`src/rtl/htbqa_pkg.sv`:
```
`default_nettype none
// Shared types and constants for the handle table byte quota allocator.
// No dependencies; imported by the top level module of the block.
package htbqa_pkg;

	localparam int MAX_ENTRIES = 16;
	localparam int SIZE_BITS   = 40;

	localparam int SIZE_W     = SIZE_BITS + 1;
	localparam int HANDLE_W   = 32;
	localparam int STATUS_W   = 3;
	localparam int LIVE_OUT_W = 5;
	localparam int IDX_W      = $clog2(MAX_ENTRIES);
	localparam int SCAN_W     = IDX_W + 1;
	localparam int LIVE_W     = $clog2(MAX_ENTRIES + 1);
	localparam int SLOT_W     = HANDLE_W + SIZE_W;

	localparam logic [SIZE_W-1:0] CAP_RESET = SIZE_W'(64'd268435456);

	// APB register map: 8 byte stride, one register
	localparam int PDATA_W = 64;
	localparam int PADDR_W = 4;
	localparam logic REG_CAPACITY = 1'b0;

	typedef enum logic [STATUS_W-1:0] {
		ST_OK       = 3'd0,
		ST_ZERO     = 3'd1,
		ST_NOCAP    = 3'd2,
		ST_FULL     = 3'd3,
		ST_NOTFOUND = 3'd4
	} status_t;

	typedef enum logic {
		OP_ALLOC = 1'b0,
		OP_FREE  = 1'b1
	} op_t;

endpackage
`default_nettype wire

```
`src/rtl/htbqa_ram.sv`:
```
`default_nettype none
// Generic simple dual port RAM: one write port, one read port, registered read.
// No package dependency.
module htbqa_ram #(
	parameter int WIDTH = 8,
	parameter int DEPTH = 16
) (
	input  wire logic                     clk,
	input  wire logic                     we,
	input  wire logic [$clog2(DEPTH)-1:0] waddr,
	input  wire logic [WIDTH-1:0]         wdata,
	input  wire logic [$clog2(DEPTH)-1:0] raddr,
	output logic      [WIDTH-1:0]         rdata
);

	logic [WIDTH-1:0] mem [DEPTH];

	always_ff @(posedge clk) begin
		if (we) begin
			mem[waddr] <= wdata;
		end
		rdata <= mem[raddr];
	end

endmodule
`default_nettype wire

```
`src/rtl/handle_table_byte_quota_allocator.sv`:
```
`default_nettype none
// Top level of the handle table byte quota allocator: sequencer, shared adder,
// valid bits and APB capacity register. Uses htbqa_pkg and htbqa_ram.
//
//  channel   | handshake           | payload
//  ----------+---------------------+-------------------------------------------
//  request   | req_valid/req_ready | opcode, request_size, handle
//  response  | rsp_valid/rsp_ready | status, granted_handle, granted_size,
//            |                     | bytes_in_use, live_count
//  config    | APB psel/penable    | paddr, pwdata, prdata (64 bit)
//
// A zero-size allocate goes straight to done; any other allocate checks capacity in
// S_CAP1 and S_CAP2, then scans for a free slot; a free scans for its handle. A
// capacity refusal, a full table or a miss goes to done without an update.
// The table is scanned one slot per cycle (valid bits for an allocate, the slot
// RAM read port for a free), then the update state runs if a slot was found.
// All size sums and capacity compares go through one shared 41-bit add/subtract unit.
// req_ready is high only while the sequencer is idle; a finished response sits
// in the output register while the next request is taken. If that register is
// still full when the next response is done, the sequencer waits in its last state.
// Reset clears the valid bits at once; there is no clearing pass.
module handle_table_byte_quota_allocator (
	input  wire logic                               clk,
	input  wire logic                               arst_n,
	// request
	input  wire logic                               req_valid,
	output logic                                    req_ready,
	input  wire logic                               opcode,
	input  wire logic [htbqa_pkg::SIZE_W-1:0]       request_size,
	input  wire logic [htbqa_pkg::HANDLE_W-1:0]     handle,
	// response
	output logic                                    rsp_valid,
	input  wire logic                               rsp_ready,
	output logic      [htbqa_pkg::STATUS_W-1:0]     status,
	output logic      [htbqa_pkg::HANDLE_W-1:0]     granted_handle,
	output logic      [htbqa_pkg::SIZE_W-1:0]       granted_size,
	output logic      [htbqa_pkg::SIZE_W-1:0]       bytes_in_use,
	output logic      [htbqa_pkg::LIVE_OUT_W-1:0]   live_count,
	// configuration
	input  wire logic                               psel,
	input  wire logic                               penable,
	input  wire logic                               pwrite,
	input  wire logic [htbqa_pkg::PADDR_W-1:0]      paddr,
	input  wire logic [htbqa_pkg::PDATA_W-1:0]      pwdata,
	output logic      [htbqa_pkg::PDATA_W-1:0]      prdata,
	output logic                                    pready
);
	import htbqa_pkg::*;

	typedef enum logic [2:0] {
		S_IDLE,
		S_CAP1,
		S_CAP2,
		S_FIND_FREE,
		S_FIND_HANDLE,
		S_UPDATE,
		S_DONE
	} state_t;

	state_t                 state_q;
	op_t                    op_q;
	logic [SIZE_W-1:0]      rsize_q;
	logic [HANDLE_W-1:0]    handle_q;
	logic [SIZE_W-1:0]      cap_q;
	logic [SIZE_W-1:0]      used_q;
	logic [LIVE_W-1:0]      live_q;
	logic [HANDLE_W-1:0]    next_handle_q;
	logic [MAX_ENTRIES-1:0] valid_q;
	logic [SIZE_W-1:0]      diff_q;
	logic                   over_q;
	logic [SCAN_W-1:0]      scan_q;
	logic                   pend_q;
	logic [IDX_W-1:0]       pend_idx_q;
	logic [IDX_W-1:0]       slot_q;
	status_t                status_q;
	logic [HANDLE_W-1:0]    ghandle_q;
	logic [SIZE_W-1:0]      gsize_q;

	logic                   rsp_valid_q;
	status_t                rsp_status_q;
	logic [HANDLE_W-1:0]    rsp_handle_q;
	logic [SIZE_W-1:0]      rsp_size_q;
	logic [SIZE_W-1:0]      rsp_used_q;
	logic [LIVE_OUT_W-1:0]  rsp_live_q;

	// shared add/subtract unit
	logic [SIZE_W-1:0]      alu_a;
	logic [SIZE_W-1:0]      alu_b;
	logic                   alu_sub;
	logic [SIZE_W:0]        alu_y;
	logic                   alu_borrow;

	// slot RAM
	logic                   ram_we;
	logic [SLOT_W-1:0]      ram_wdata;
	logic [IDX_W-1:0]       ram_raddr;
	logic [SLOT_W-1:0]      ram_rdata;
	logic [HANDLE_W-1:0]    rd_handle;
	logic [SIZE_W-1:0]      rd_size;

	logic                   rsp_load;
	logic                   scan_last;
	logic                   scan_more;
	logic                   hit;
	logic [HANDLE_W-1:0]    nh_inc;
	logic [31:0]            live_ext;
	logic                   cfg_wr;

	always_comb begin
		alu_a   = used_q;
		alu_b   = rsize_q;
		alu_sub = 1'b0;
		unique case (state_q)
			S_CAP1: begin
				alu_a   = cap_q;
				alu_b   = used_q;
				alu_sub = 1'b1;
			end
			S_CAP2: begin
				alu_a   = diff_q;
				alu_b   = rsize_q;
				alu_sub = 1'b1;
			end
			S_UPDATE: begin
				alu_a   = used_q;
				alu_b   = (op_q == OP_FREE) ? gsize_q : rsize_q;
				alu_sub = (op_q == OP_FREE);
			end
			default: begin
				alu_a   = used_q;
				alu_b   = rsize_q;
				alu_sub = 1'b0;
			end
		endcase
	end

	assign alu_y      = alu_sub ? ({1'b0, alu_a} - {1'b0, alu_b})
	                            : ({1'b0, alu_a} + {1'b0, alu_b});
	assign alu_borrow = alu_sub & alu_y[SIZE_W];

	assign ram_we    = (state_q == S_UPDATE) && (op_q == OP_ALLOC);
	assign ram_wdata = {next_handle_q, rsize_q};
	assign ram_raddr = scan_q[IDX_W-1:0];
	assign rd_handle = ram_rdata[SLOT_W-1:SIZE_W];
	assign rd_size   = ram_rdata[SIZE_W-1:0];

	htbqa_ram #(
		.WIDTH(SLOT_W),
		.DEPTH(MAX_ENTRIES)
	) u_slots (
		.clk  (clk),
		.we   (ram_we),
		.waddr(slot_q),
		.wdata(ram_wdata),
		.raddr(ram_raddr),
		.rdata(ram_rdata)
	);

	assign scan_last = (scan_q == SCAN_W'(MAX_ENTRIES - 1));
	assign scan_more = (scan_q < SCAN_W'(MAX_ENTRIES));
	// read data belongs to the slot issued last cycle
	assign hit       = pend_q && valid_q[pend_idx_q] && (rd_handle == handle_q);
	assign nh_inc    = next_handle_q + HANDLE_W'(1);
	assign rsp_load  = (state_q == S_DONE) && (!rsp_valid_q || rsp_ready);
	assign live_ext  = 32'(live_q);

	always_ff @(posedge clk or negedge arst_n) begin
		if (!arst_n) begin
			state_q       <= S_IDLE;
			op_q          <= OP_ALLOC;
			rsize_q       <= '0;
			handle_q      <= '0;
			used_q        <= '0;
			live_q        <= '0;
			next_handle_q <= HANDLE_W'(1);
			valid_q       <= '0;
			diff_q        <= '0;
			over_q        <= 1'b0;
			scan_q        <= '0;
			pend_q        <= 1'b0;
			pend_idx_q    <= '0;
			slot_q        <= '0;
			status_q      <= ST_OK;
			ghandle_q     <= '0;
			gsize_q       <= '0;
			rsp_valid_q   <= 1'b0;
			rsp_status_q  <= ST_OK;
			rsp_handle_q  <= '0;
			rsp_size_q    <= '0;
			rsp_used_q    <= '0;
			rsp_live_q    <= '0;
		end else begin
			if (rsp_load) begin
				rsp_valid_q <= 1'b1;
			end else if (rsp_valid_q && rsp_ready) begin
				rsp_valid_q <= 1'b0;
			end
			unique case (state_q)
				S_IDLE: begin
					if (req_valid) begin
						op_q      <= op_t'(opcode);
						rsize_q   <= request_size;
						handle_q  <= handle;
						status_q  <= ST_OK;
						ghandle_q <= '0;
						gsize_q   <= '0;
						scan_q    <= '0;
						pend_q    <= 1'b0;
						if (op_t'(opcode) == OP_FREE) begin
							state_q <= S_FIND_HANDLE;
						end else if (request_size == '0) begin
							status_q <= ST_ZERO;
							state_q  <= S_DONE;
						end else begin
							state_q <= S_CAP1;
						end
					end
				end
				S_CAP1: begin
					// capacity minus use; borrow means use already exceeds capacity
					diff_q  <= alu_y[SIZE_W-1:0];
					over_q  <= alu_borrow;
					state_q <= S_CAP2;
				end
				S_CAP2: begin
					if (over_q || alu_borrow) begin
						status_q <= ST_NOCAP;
						state_q  <= S_DONE;
					end else begin
						state_q <= S_FIND_FREE;
					end
				end
				S_FIND_FREE: begin
					if (!valid_q[scan_q[IDX_W-1:0]]) begin
						slot_q  <= scan_q[IDX_W-1:0];
						state_q <= S_UPDATE;
					end else if (scan_last) begin
						status_q <= ST_FULL;
						state_q  <= S_DONE;
					end else begin
						scan_q <= scan_q + SCAN_W'(1);
					end
				end
				S_FIND_HANDLE: begin
					if (scan_more) begin
						pend_q     <= 1'b1;
						pend_idx_q <= scan_q[IDX_W-1:0];
						scan_q     <= scan_q + SCAN_W'(1);
					end else begin
						pend_q <= 1'b0;
					end
					if (hit) begin
						slot_q  <= pend_idx_q;
						gsize_q <= rd_size;
						state_q <= S_UPDATE;
					end else if (!pend_q && !scan_more) begin
						status_q <= ST_NOTFOUND;
						state_q  <= S_DONE;
					end
				end
				S_UPDATE: begin
					used_q <= alu_y[SIZE_W-1:0];
					if (op_q == OP_FREE) begin
						valid_q[slot_q] <= 1'b0;
						live_q          <= live_q - LIVE_W'(1);
					end else begin
						valid_q[slot_q] <= 1'b1;
						live_q          <= live_q + LIVE_W'(1);
						ghandle_q       <= next_handle_q;
						gsize_q         <= rsize_q;
						next_handle_q   <= (nh_inc == '0) ? HANDLE_W'(1) : nh_inc;
					end
					state_q <= S_DONE;
				end
				S_DONE: begin
					if (rsp_load) begin
						rsp_status_q <= status_q;
						rsp_handle_q <= ghandle_q;
						rsp_size_q   <= gsize_q;
						rsp_used_q   <= used_q;
						rsp_live_q   <= live_ext[LIVE_OUT_W-1:0];
						state_q      <= S_IDLE;
					end
				end
				default: begin
					state_q <= S_IDLE;
				end
			endcase
		end
	end

	assign req_ready      = (state_q == S_IDLE);
	assign rsp_valid      = rsp_valid_q;
	assign status         = rsp_status_q;
	assign granted_handle = rsp_handle_q;
	assign granted_size   = rsp_size_q;
	assign bytes_in_use   = rsp_used_q;
	assign live_count     = rsp_live_q;

	// APB capacity register
	assign cfg_wr = psel && penable && pwrite && pready;

	always_ff @(posedge clk or negedge arst_n) begin
		if (!arst_n) begin
			cap_q <= CAP_RESET;
		end else if (cfg_wr && (paddr[PADDR_W-1] == REG_CAPACITY)) begin
			cap_q <= pwdata[SIZE_W-1:0];
		end
	end

	assign pready = 1'b1;
	assign prdata = (paddr[PADDR_W-1] == REG_CAPACITY) ? PDATA_W'(cap_q) : '0;

endmodule
`default_nettype wire
```
`config.mk`:
```
export PLATFORM = sky130hd
export DESIGN_NAME = handle_table_byte_quota_allocator
export DESIGN_NICKNAME = d
export VERILOG_FILES = /design/src/rtl/htbqa_pkg.sv /design/src/rtl/htbqa_ram.sv /design/src/rtl/handle_table_byte_quota_allocator.sv
export SDC_FILE = /design/constraint.sdc
export NUM_CORES = 2
export LEC_CHECK = 0
export BUFFER_PORTS_ARGS = -buffer_cell sky130_fd_sc_hd__buf_2
export CAP_MARGIN = 0
export CORE_MARGIN = 4
export CORE_UTILIZATION = 30
export DETAILED_ROUTE_END_ITERATION = 16
export MAX_ROUTING_LAYER = met4
export PLACE_DENSITY = 0.52
export SYNTH_ARGS = -nofsm -noshare
export SYNTH_HDL_FRONTEND = slang
export SYNTH_SLANG_ARGS = --single-unit
```
`constraint.sdc`:
```
create_clock -name clk -period 10.5 [get_ports clk]
set_input_delay 2.1 -clock clk [delete_from_list [all_inputs] [get_ports clk]]
set_output_delay 2.1 -clock clk [all_outputs]
set_load 0.02 [all_outputs]
```
Word-level counts from Yosys, hierarchy flattened
Memories as Yosys holds them, arrays and structs flattened. A register that Yosys moved wholly into a read port is not among the register bits. Cells that the tools add are included.

Memory bits (read-only): 0. Input bits: 149. Word-level logic and storage cells: 156. Latch bits: 0. Memories kept: 1. Bits in writable memories: 1168. Flip-flop bits (word level): 467. Output and inout bits: 189.

Memories: u_slots.mem (words 16, bits a word 73, rd ports 1, clocked after Yosys merged registers in 1, write ports 1, line htbqa_ram.sv:16) `logic [WIDTH-1:0] mem [DEPTH];`.

Multiply operators: 0. Mux-type cells: 55. Bitwise logic cells: 6. Add/sub/neg operators: 6. Shifts and indexed selects: 0. Reductions and logical operators: 37. Eq/ne operators: 22. Magnitude comparators: 5. Divide/modulo/power cells: 0.

Operators with widths (number): $mux W41 (4); $pmux W41 S2 (2); $pmux W41 S3 (1); $mux W32 (3); $pmux W32 S2 (1); $mux W3 (15); $add A41 B41 Y42 (1); $mux W42 (1); $sub A41 B41 Y42 (1); $logic_not A41 Y1 (1); $add A32 B1 Y32 const B (1); $eq A32 B32 Y1 (1); $logic_not A32 Y1 (1); $mux W5 (5); $ne A2 B2 Y1 const B (12); $pmux W3 S7 (1); $and A16 B16 Y16 (1); $mux W16 (1); $not A16 Y16 (1); $or A16 B16 Y16 (1); $lt A4 B5 Y1 const B (3); $pmux W5 S3 (1); $pmux W3 S4 (1); $mux W1 (11); 29 further kinds (60).

Logic depth before layout (Yosys ltp)
Word-level depth: 8. Gate-level depth with buffers: 23. Depth with buffers taken out: 20.

Cells and area by module
From an unflattened synthesis, not the netlist that was laid out.

Cell total of the unflattened synthesis: 4495. Area total of the unflattened synthesis: 70488.9 um2.

Modules (own cells, without submodules): htbqa_ram (cells each 1875, times used 1, area an instance 45127.0 um2, seq. area each 36535.0 um2); handle_table_byte_quota_allocator (cells each 2620, times used 1, area an instance 25361.8 um2, seq. area each 11688.7 um2).

Worst setup path before layout
Ideal clock, no wire load.

Path kind: register -> register. Start point: reg state_q[1]. End point: mem u_slots.mem[10][0] (netlist name) (enable). Arrival: 5070 ps. Period minus slack after synthesis: 5575 ps. Setup time: 505 ps. Slack: 4925 ps. Path buffers: 5. Required time: 9995 ps. Cell stages (with the launch flop): 11. Path through: dfrtp_1 -> and2b_1 -> buf_2 -> buf_1 -> buf_2 -> nand2_1 -> clkbuf_1 -> nor2_1 -> nand2_1 -> clkbuf_1 -> nor2_1.

Longest elaborated chain between the ends: 4.

RTL lines: from (decl) (line handle_table_byte_quota_allocator.sv:60) `state_t state_q;`; from (signal assigned) (line handle_table_byte_quota_allocator.sv:169) `state_q <= S_IDLE;`; from (signal assigned) (line handle_table_byte_quota_allocator.sv:210) `state_q <= S_FIND_HANDLE;`; from (signal assigned) (line handle_table_byte_quota_allocator.sv:213) `state_q <= S_DONE;`; $eq A3 B3 Y1 (line handle_table_byte_quota_allocator.sv:141) `assign ram_we = (state_q == S_UPDATE) && (op_q == OP_ALLOC);`; $logic_and A1 B1 Y1 (line handle_table_byte_quota_allocator.sv:141); $mux W1 (line htbqa_ram.sv:19) `if (we) begin`; $mux W1 (not written as such) (line htbqa_ram.sv:20) `mem[waddr] <= wdata;`; to (decl) (line htbqa_ram.sv:16).

No other way between the ends.

Worst setup path in the final report
Start point: reg state_q[1]. End point: reg used_q[36].

Longest elaborated chain between the ends: 4. Elaborated cells on any way between the ends: 10. Classes of those cells: 2 x add/sub; 3 x eq/ne; 4 x mux; 1 x reduce/logical.

RTL lines: $eq A3 B2 Y1, or another cell as far along (line handle_table_byte_quota_allocator.sv:113) `unique case (state_q)`; $pmux W41 S2 or $reduce_or A2 Y1 (tied branches); $add A41 B41 Y42, or another cell as far along (line handle_table_byte_quota_allocator.sv:138) `: ({1'b0, alu_a} + {1'b0, alu_b});`; $mux W42 (line handle_table_byte_quota_allocator.sv:137) `assign alu_y = alu_sub ? ({1'b0, alu_a} - {1'b0, alu_b})`; to (signal assigned) (line handle_table_byte_quota_allocator.sv:262) `used_q <= alu_y[SIZE_W-1:0];`; to (decl) (line handle_table_byte_quota_allocator.sv:65) `logic [SIZE_W-1:0] used_q;`.

Several ways; a longest one is shown, not always the timed one. A chain may end at the register's enable or synchronous reset.

==> flow_metrics.tcl <==
set metrics [dict create \
    max_freq_ghz 0.132 \
    synthMuxAreaShare_pct 13.0 \
    gp_congestion 0.873 \
    crit_path_top_delay_cell "a211oi_1" \
    critical_path.max_fanout 41 \
    placed_cells 8021 \
    hold_viol_final 0 \
    drcViolationCount 0 \
    post-synth-top-area-cell "edfxtp_1" \
    min_from "over_q" \
    grt_max_degree 156 \
    portBuffers 287 \
    synth_top_family_by_area "multiplexers" \
    synthArstFlopShare_pct 27.3 \
    cp-startpoint "state_q[1]" \
    multi_input_area_mm2 0.0218 \
    p_total_uw 23100 \
    wl_um 208000 \
    hold_ws_ns 0.478 \
    avgSynthCellArea_um2 14.8 \
    post-cts-setup-buffer-count 0 \
    wl_per_cell_um 24.9 \
    critPathKind "register to register" \
    clk_latency_ns 0.82 \
    leakage_uw 0.0293 \
    required_ns 11.21 \
    chipHeight_um 495 \
    synthAdderAreaFrac_pct 0.899 \
    synth.area.top_cells "edfxtp_1, dfrtp_1, mux2_2" \
    drv_slew 0 \
    yosys.area_share.simple_pct 5.77 \
    worstHoldPathType "register to register" \
    yosysMostFrequentCell "edfxtp_1" \
    areaGrowthSynthToFinish_pct 15.0 \
    synth_common_cells "edfxtp_1, dfrtp_1, nand2_1, o21ai_0, mux2_2" \
    ys_seq_area_share_pct 67.7 \
    synth_edf_count 1168 \
    start_kind "register" \
    relSlewSlack_pct 26.0 \
    drv_cap 0 \
    crit_end "used_q[36]" \
    cts_buffers 172 \
    cts_resized 0 \
    synthFlopType "edfxtp_1" \
    finalCriticalPeriod_ns 7.59 \
    grt_first_pass_wirelength_um 301000 \
    design.die.area_mm2 0.245 \
    num_rows 178 \
    endpoint_kind "register" \
    initial_core_util_pct 30.2 \
    post-route-period-util_pct 72.3 \
    core_mm2 0.236 \
    final_nets 5244 \
    vias 42500 \
    crit_arrival_ns 8.29 \
    grt_pass1_vias 42700 \
    ctsHoldBuffers 0 \
    synth_xor_area_share_pct 1.67 \
    status "completed" \
    cts_tree "done" \
    layout.cells.non_filler 8354 \
    synth_top_area_share_pct 49.2 \
    timing.rr.start "state_q[1]" \
    hpwl_um 124000 \
    fp.dieW_um 495 \
    p_per_area_mw_per_mm2 281 \
    finalClockSkew_ns 0.0408 \
    ant_nets 0 \
    r2r_end "used_q[36]" \
    grt_setup_unrepaired "no" \
    netlist_area_mm2 0.0713 \
    grt_use_total_pct 17.0 \
    cp_cell_sequence "buf_4, or2b_1, nor2_4, a221o_1, or4b_1, nor3_1, and4bb_2, a31oi_1, xor2_1, ha_1, inv_1, nor3_1, nand3_1, o21ai_0, inv_1, a211oi_1, nor3_1, o31ai_1" \
    drive_above_1_share_pct 22.3 \
    cts_root_buf "clkbuf_16" \
    htreeDepth 4 \
    grt_antenna_before_repair 20 \
    synth-seq-cells 1708 \
    worstMarginPinSlew_ns 1.10 \
    avgViaCountPerCell 5.09 \
    synth_compound_area_share_pct 8.85 \
    tns_ns 0 \
    io_pins 338 \
    r2r_setup_slack_ns 2.91 \
    rr_worst_depth 18 \
    worst_path_largest_cell_delay_ns 0.88 \
    setup_viol 0 \
    drtPass1Iterations 5 \
    yosys_warnings 0 \
    crit_top_cell "nor3_1" \
    seq_area_mm2 0.0482 \
    fillers 22600 \
    cts.sinks 1708 \
    ir_worst_vdd_mv 0.239 \
    grt_overflow 0 \
    clk_path_buf_depth 3 \
    syn_inst 4804 \
    drt-initial-drc-count 3653 \
    path_clk_slew_ns 0.07 \
    ys_types 82 \
]
per-stage QoR:
step | utilization (%) | instance area (µm²) | setup slack [ns]
5_1_grt | 34.8 | 82000 | 2.55
4_1_cts | 34.7 | 82000 | 2.95
3_5_place_dp | 32.3 | 76300 | 2.97
3_3_place_gp | 32.3 | 76300 | 2.97
2_1_floorplan | - | 71300 | 4.93
6_report | 34.8 | 82000 | 2.91
worst min-delay path by stage:
stage                      end  slack (ns)  cells past startpoint
finish                  over_q        0.48                      2
global route            over_q        0.49                      2
CTS                     over_q        0.48                      2
detailed placement      over_q        0.47                      2
global placement    diff_q[13]        0.46                      2
floorplan            live_q[4]        0.44                      1
report_power, final:
part	internal (µW)	total, µW	leakage, µW	switching (µW)
clock	3440	6120	0.00275	2670
sequential	8350	9690	0.0173	1340
combinational	2850	7260	0.00929	4400
worst max-delay path, delay by kind of cell (launching register included):
family,cells,cell delay [ns]
AOI/OAI and AO/OA,5,2.21
xor gates and xnor gates,1,0.17
adders and majority gates,1,0.50
buffers and inverters,3,0.66
DFF,1,0.32
and+or+nand+nor,8,3.59
area by class of cell:
class | count | share of cell area (%)
diodes | 9 | 0.0275
clock buffers | 250 | 6.01
clock inverters | 74 | 0.893
inverters | 47 | 0.215
multi-input cells | 2746 | 26.6
flip-flops and latches | 1708 | 58.8
well taps | 3150 | 4.81
repair buffers | 370 | 2.59
routing by layer:
| metal | part of all wire, % | wire length, µm | vias up | global-route usage [%] |
|---|---|---|---|---|
| met1 | 45 | 94400 | 22000 | 23.5 |
| met5 | 0 | 0 | - | - |
| met2 | 46 | 95800 | 1269 | 26.1 |
| li1 | - | - | 19000 | - |
| met4 | 2.8 | 5890 | 0 | 4.95 |
| met3 | 5.6 | 11700 | 246 | 2.60 |
flip-flops by register name, indices dropped and copies added, names as in the netlist, 4 cells and up, named ones only:
signal	cells
rsize_q	41
u_slots.mem	1168
cap_q	41
slot_q	4
granted_handle	32
gsize_q	41
bytes_in_use	41
u_slots.rdata	73
handle_q	32
ghandle_q	32
pend_idx_q	4
live_q	5
live_count	5
scan_q	5
diff_q	41
granted_size	41
used_q	41
next_handle_q	32
cell families (layout without fill, tap and decap cells):
| kind of cell | count (synthesis) | in the layout |
|---|---|---|
| buf+inv | 372 | 741 |
| simple gates | 865 | 865 |
| fa+ha+maj | 50 | 50 |
| other cells | 2 | 33 |
| compound gates | 981 | 981 |
| flops | 1708 | 1708 |
| xor+xnor | 136 | 136 |
| mux | 690 | 690 |
cell usage in the layout (no fill, tap or decap), types with 30 or more instances in the layout:
cell	synthesis	final
dfxtp_1	73	73
mux4_2	156	156
clkbuf_16	0	174
o2bb2ai_1	38	38
a21oi_1	150	150
a22oi_1	150	150
nand3_1	57	57
a221oi_1	81	81
ha_1	48	48
xor2_1	56	56
mux2_2	314	314
mux2i_1	220	220
o21ai_0	361	361
nor2_1	137	116
edfxtp_1	1168	1168
dfrtp_1	465	459
clkbuf_1	233	47
a31oi_1	31	30
inv_1	46	46
buf_2	25	286
nor3_1	45	43
buf_4	26	79
nand2_1	402	400
nor2b_1	51	50
xnor2_1	80	80
o221ai_1	31	31
nand4_1	32	32
Power figures use the tool's default switching activity.
